===== src/hw/rtl/hpst_pkg.sv =====
package hpst_pkg;

  localparam int KEY_W  = 64;
  localparam int SEC_W  = 32;
  localparam int CNT_W  = 32;
  localparam int VAL_W  = 31;
  localparam int IN_W   = 64;
  localparam int OUT_W  = 40;
  localparam int RES_W  = CNT_W + 2;

  localparam logic [KEY_W-1:0] FNV_BASIS   = 64'hCBF2_9CE4_8422_2325;
  localparam logic [CNT_W-1:0] LIMIT_RESET = 32'd100;
  localparam logic [CNT_W-1:0] COUNT_MAX   = 32'hFFFF_FFFF;

  localparam int CFG_IDX_W = 4;
  localparam logic [CFG_IDX_W-1:0] REG_ENABLE      = 4'd0;
  localparam logic [CFG_IDX_W-1:0] REG_MAX_PER_SEC = 4'd1;

  typedef struct packed {
    logic [KEY_W-1:0] key;
    logic [SEC_W-1:0] sec;
    logic [CNT_W-1:0] count;
  } bucket_t;

  // suppress sits in bit 0
  typedef struct packed {
    logic [CNT_W-1:0] evicted_suppressed;
    logic             first_suppressed;
    logic             suppress;
  } result_t;

  // multiply by the fnv prime 2^40 + 435, modulo 2^64
  function automatic logic [KEY_W-1:0] fnv_mul(input logic [KEY_W-1:0] x);
    return (x << 40) + (x << 8) + (x << 7) + (x << 5) + (x << 4) + (x << 1) + x;
  endfunction

endpackage


===== src/hw/rtl/hpst_bucket_index.sv =====
module hpst_bucket_index
  import hpst_pkg::*;
#(
  parameter int BUCKETS = 256,
  localparam int IdxW = $clog2(BUCKETS)
) (
  input  logic             clk_i,
  input  logic             rst_ni,
  input  logic             start_i,
  input  logic [KEY_W-1:0] key_i,
  output logic             done_o,
  output logic [IdxW-1:0]  idx_o
);

  localparam bit IsPow2 = (BUCKETS & (BUCKETS - 1)) == 0;

  if (IsPow2) begin : g_mask
    logic            done_q;
    logic [IdxW-1:0] rem_q;

    always_ff @(posedge clk_i or negedge rst_ni) begin
      if (!rst_ni) begin
        done_q <= 1'b0;
        rem_q  <= '0;
      end else begin
        done_q <= start_i;
        if (start_i) begin
          rem_q <= key_i[IdxW-1:0];
        end
      end
    end

    assign done_o = done_q;
    assign idx_o  = rem_q;
  end else begin : g_recip
    // fold the 16-bit chunks by their weights mod BUCKETS, then divide the
    // small sum by a reciprocal multiply; sum, quotient and remainder are each registered
    localparam int SumW  = 30;
    localparam int Shift = SumW + IdxW;
    localparam int ProdW = Shift + SumW;
    localparam logic [SumW-1:0] Wt1 = SumW'((64'd1 << 16) % 64'(BUCKETS));
    localparam logic [SumW-1:0] Wt2 = SumW'((64'd1 << 32) % 64'(BUCKETS));
    localparam logic [SumW-1:0] Wt3 = SumW'((64'd1 << 48) % 64'(BUCKETS));
    localparam logic [SumW:0]   Recip =
      (SumW + 1)'(((64'd1 << Shift) + 64'(BUCKETS) - 64'd1) / 64'(BUCKETS));

    logic             st1_q;
    logic             st2_q;
    logic             done_q;
    logic [SumW-1:0]  sum_q;
    logic [SumW-1:0]  quo_q;
    logic [IdxW-1:0]  rem_q;
    logic [SumW-1:0]  fold;
    logic [ProdW-1:0] prod;
    logic [SumW-1:0]  rem_full;

    assign fold = SumW'(key_i[15:0]) + SumW'(key_i[31:16]) * Wt1
                + SumW'(key_i[47:32]) * Wt2 + SumW'(key_i[63:48]) * Wt3;
    assign prod     = ProdW'(sum_q) * ProdW'(Recip);
    assign rem_full = sum_q - quo_q * SumW'(BUCKETS);

    always_ff @(posedge clk_i or negedge rst_ni) begin
      if (!rst_ni) begin
        st1_q  <= 1'b0;
        st2_q  <= 1'b0;
        done_q <= 1'b0;
        sum_q  <= '0;
        quo_q  <= '0;
        rem_q  <= '0;
      end else begin
        st1_q  <= start_i;
        st2_q  <= st1_q;
        done_q <= st2_q;
        if (start_i) begin
          sum_q <= fold;
        end
        if (st1_q) begin
          quo_q <= prod[Shift +: SumW];
        end
        if (st2_q) begin
          rem_q <= rem_full[IdxW-1:0];
        end
      end
    end

    assign done_o = done_q;
    assign idx_o  = rem_q;
  end

endmodule


===== config.mk =====
export PLATFORM = sky130hd
export DESIGN_NAME = hpst_bucket_index
export DESIGN_NICKNAME = d
export VERILOG_FILES = /design/src/hw/rtl/hpst_pkg.sv /design/src/hw/rtl/hpst_bucket_index.sv
export SDC_FILE = /design/constraint.sdc
export NUM_CORES = 1
export LEC_CHECK = 0
export BUFFER_PORTS_ARGS = -buffer_cell sky130_fd_sc_hd__buf_2
export CAP_MARGIN = 20
export CORE_UTILIZATION = 24
export CTS_BUF_LIST = sky130_fd_sc_hd__clkbuf_16
export CTS_CLUSTER_DIAMETER = 50
export DETAILED_ROUTE_END_ITERATION = 10
export HOLD_SLACK_MARGIN = 0.15
export PLACE_DENSITY = 0.79
export SLEW_MARGIN = 20
export SYNTH_ARGS = -nofsm -noshare
export SYNTH_HDL_FRONTEND = slang
export SYNTH_SLANG_ARGS = --single-unit
export TNS_END_PERCENT = 1

===== constraint.sdc =====
create_clock -name clk_i -period 1.27 [get_ports clk_i]
set_input_delay 0.127 -clock clk_i [delete_from_list [all_inputs] [get_ports clk_i]]
set_output_delay 0.127 -clock clk_i [all_outputs]
set_load 0.01 [all_outputs]

==> results.toml <==
[floorplanning]
io_pins = 76
core_region_area_um2 = 1330
die_w_um = 40.5
design.die.area_um2 = 1640
fp.dieH_um = 40.5
initial_core_util = 0.267
rows = 13

[placement]
hpwl_um = 451
dp_cells = 51
port_buffers = 19
gp_routability_congestion = 0.550
place_area_um2 = 459

[run_status]
status = "complete, no violations"

[sta]
finalCriticalPeriod_ns = 0.930
slew-limit-headroom = 0.812
max_freq_mhz = 1080
setup_tns_ns = 0
finalHoldViolCount = 0
finalSetupViolCount = 0
whs_ns = 0.175
fin_crit_sh = 0.732
tightest_slew_ns = 0.282
slew_viol_final = 0
rsz0062_at_grt = "no"
worst_clock_skew_ns = 0

[power]
p_int_uw = 811
irDropWorstVdd_mv = 0.506
p_per_area_nw_per_um2 = 1600
p_sw_frac = 0.194
p_leak_nw = 0.326
power_frac_seq = 0.327
combPwrFrac = 0.134
p_clk_frac = 0.539
p_switching_uw = 196

[synth]
yosysWarningCount = 0
yosysUniqueCellTypes = 3
synth_area_leaders = "dfrtp_1 63%, mux2_4 34%, buf_6 3.2%"
syn_avg_cell_area_um2 = 19.8
syn_area_um2 = 357
synth-seq-cells = 9
ys_seq_area_frac = 0.632
synth_nets = 85
synth_area_leader_cell = "dfrtp_1"
synth_top_area_frac = 0.632
syn-instance-count = 18

[setup_path]
cp.arrival_ns = 1.04
crit_required_ns = 1.38
setup.worst_path.end_class = "flop"
cp-start-kind = "primary input"
rrSetupSlack_ns = 0.49
crit_path_max_fanout = 1
worst-setup-path-type = "primary input to flop"

[cts]
cts_root_buffer = "clkbuf_16"
clk_pin_slew_worst_paths_ns = 0.04
cts_tree = "done"
cts-buffers-inserted = 3
cts-htree-levels = 1
cts_sinks = 9
cts_max_path_buffers = 2
worstSkewPairLatency_ns = 0.23
post-cts-setup-buffers = 0

[global_route]
grt_pass1_vias = 268
globalRouteOverflowTotal = 0
grt_use_total = 0.123
antenna_found_initial = 0
grt_pass1_wl_mm = 1.21
grt_max_degree = 10

[cells_and_area]
nFillCells = 127
nets = 117
areaGrowthSynthToFinish_pct = 76.1
drive_gt1_frac = 0.612
num_antenna_cells = 0
postLayoutCellArea_um2 = 628
final_cells = 64

[detailed_routing]
antenna_left = 0
wl_um = 791
wl_per_cell_um = 12.4
routed_via_density = 4.09
drt_iter0_drc = 4
vias = 262
dr.pass1.iters = 2
drc = 0

[min_path]
hold_path.class = "primary input to flop"

[run]
cap_violations = 0
## routing by layer
metal	up-vias	share of wire	GRT usage	wire length (µm)
met5	-	0	0	0
met2	11	0.53	0.198	420
met4	0	0.015	0.125	12
met3	2	0.039	0.0333	31
met1	125	0.41	0.123	326
li1	124	-	-	-
## final cells by class
cell class / count / area (µm²) / share of cell area
Clock inverter: 1 / 3.75 / 0.00598
Multi-Input combinational cell: 8 / 120 / 0.191
Timing Repair Buffer: 28 / 185 / 0.295
Sequential cell: 9 / 225 / 0.359
Tap cell: 15 / 18.8 / 0.0299
Clock buffer: 3 / 75.1 / 0.120
## worst max-delay path, stage by stage
cell	delay, ns
dlygate4sd3_1	0.54
buf_2	0.13
mux2_4	0.25
## cells in the mapped netlist, drive strengths merged
master,instances
buf,1
mux2,8
dfrtp,9
## what timing repair did
item | CTS | global route
endpoints found under the hold margin | 17 | 0
hold buffers | 9 | 0
gates resized for setup | 0 | 0
## through the flow
step | power, mW | setup WS (ns) | utilization
6_report | 1.01 | 0.340 | 0.471
3_5_place_dp | 0.445 | 0.414 | 0.344
2_1_floorplan | 0.396 | 0.491 | -
3_3_place_gp | 0.442 | 0.420 | 0.344
4_1_cts | 1.02 | 0.353 | 0.471
5_1_grt | 1.05 | 0.311 | 0.471
## power groups by stage
stage                     registers, mW  clock network [mW]  logic (mW)
after detailed placement          0.332                   0       0.113
after global placement            0.331                   0       0.112
after CTS                         0.330               0.551       0.137
after global routing              0.333               0.573       0.148
after floorplan                   0.346                   0      0.0501
final                             0.330               0.542       0.135
## flip-flops by register name, indices dropped and copies added (netlist names)
name    count
idx_o       8
done_o      1
## cells by family (layout without fill, tap and decap cells)
group,count (synthesis),after routing,share of synthesized area
flip-flops,9,9,0.632
buffers and inverters,1,32,0.0316
multiplexers,8,8,0.337
## final timing paths
kind	startpoint	endpoint	cells after the start
hold reg to reg	idx_o[4]	idx_o[4]	1
max in group asynchronous	rst_ni	idx_o[4]	2
hold / removal	start_i	done_o	1
setup / recovery	key_i[3]	idx_o[3]	3
min in group asynchronous	rst_ni	done_o	2
setup reg to reg	idx_o[5]	idx_o[5]	1
## layout by cell type, fill, tap and decap left out, drive strengths merged
cell and instances:
buf 19, dfrtp 9, dlygate4sd3 9, mux2 8, clkbuf 3, inv 1
Power figures use the tool's default switching activity.
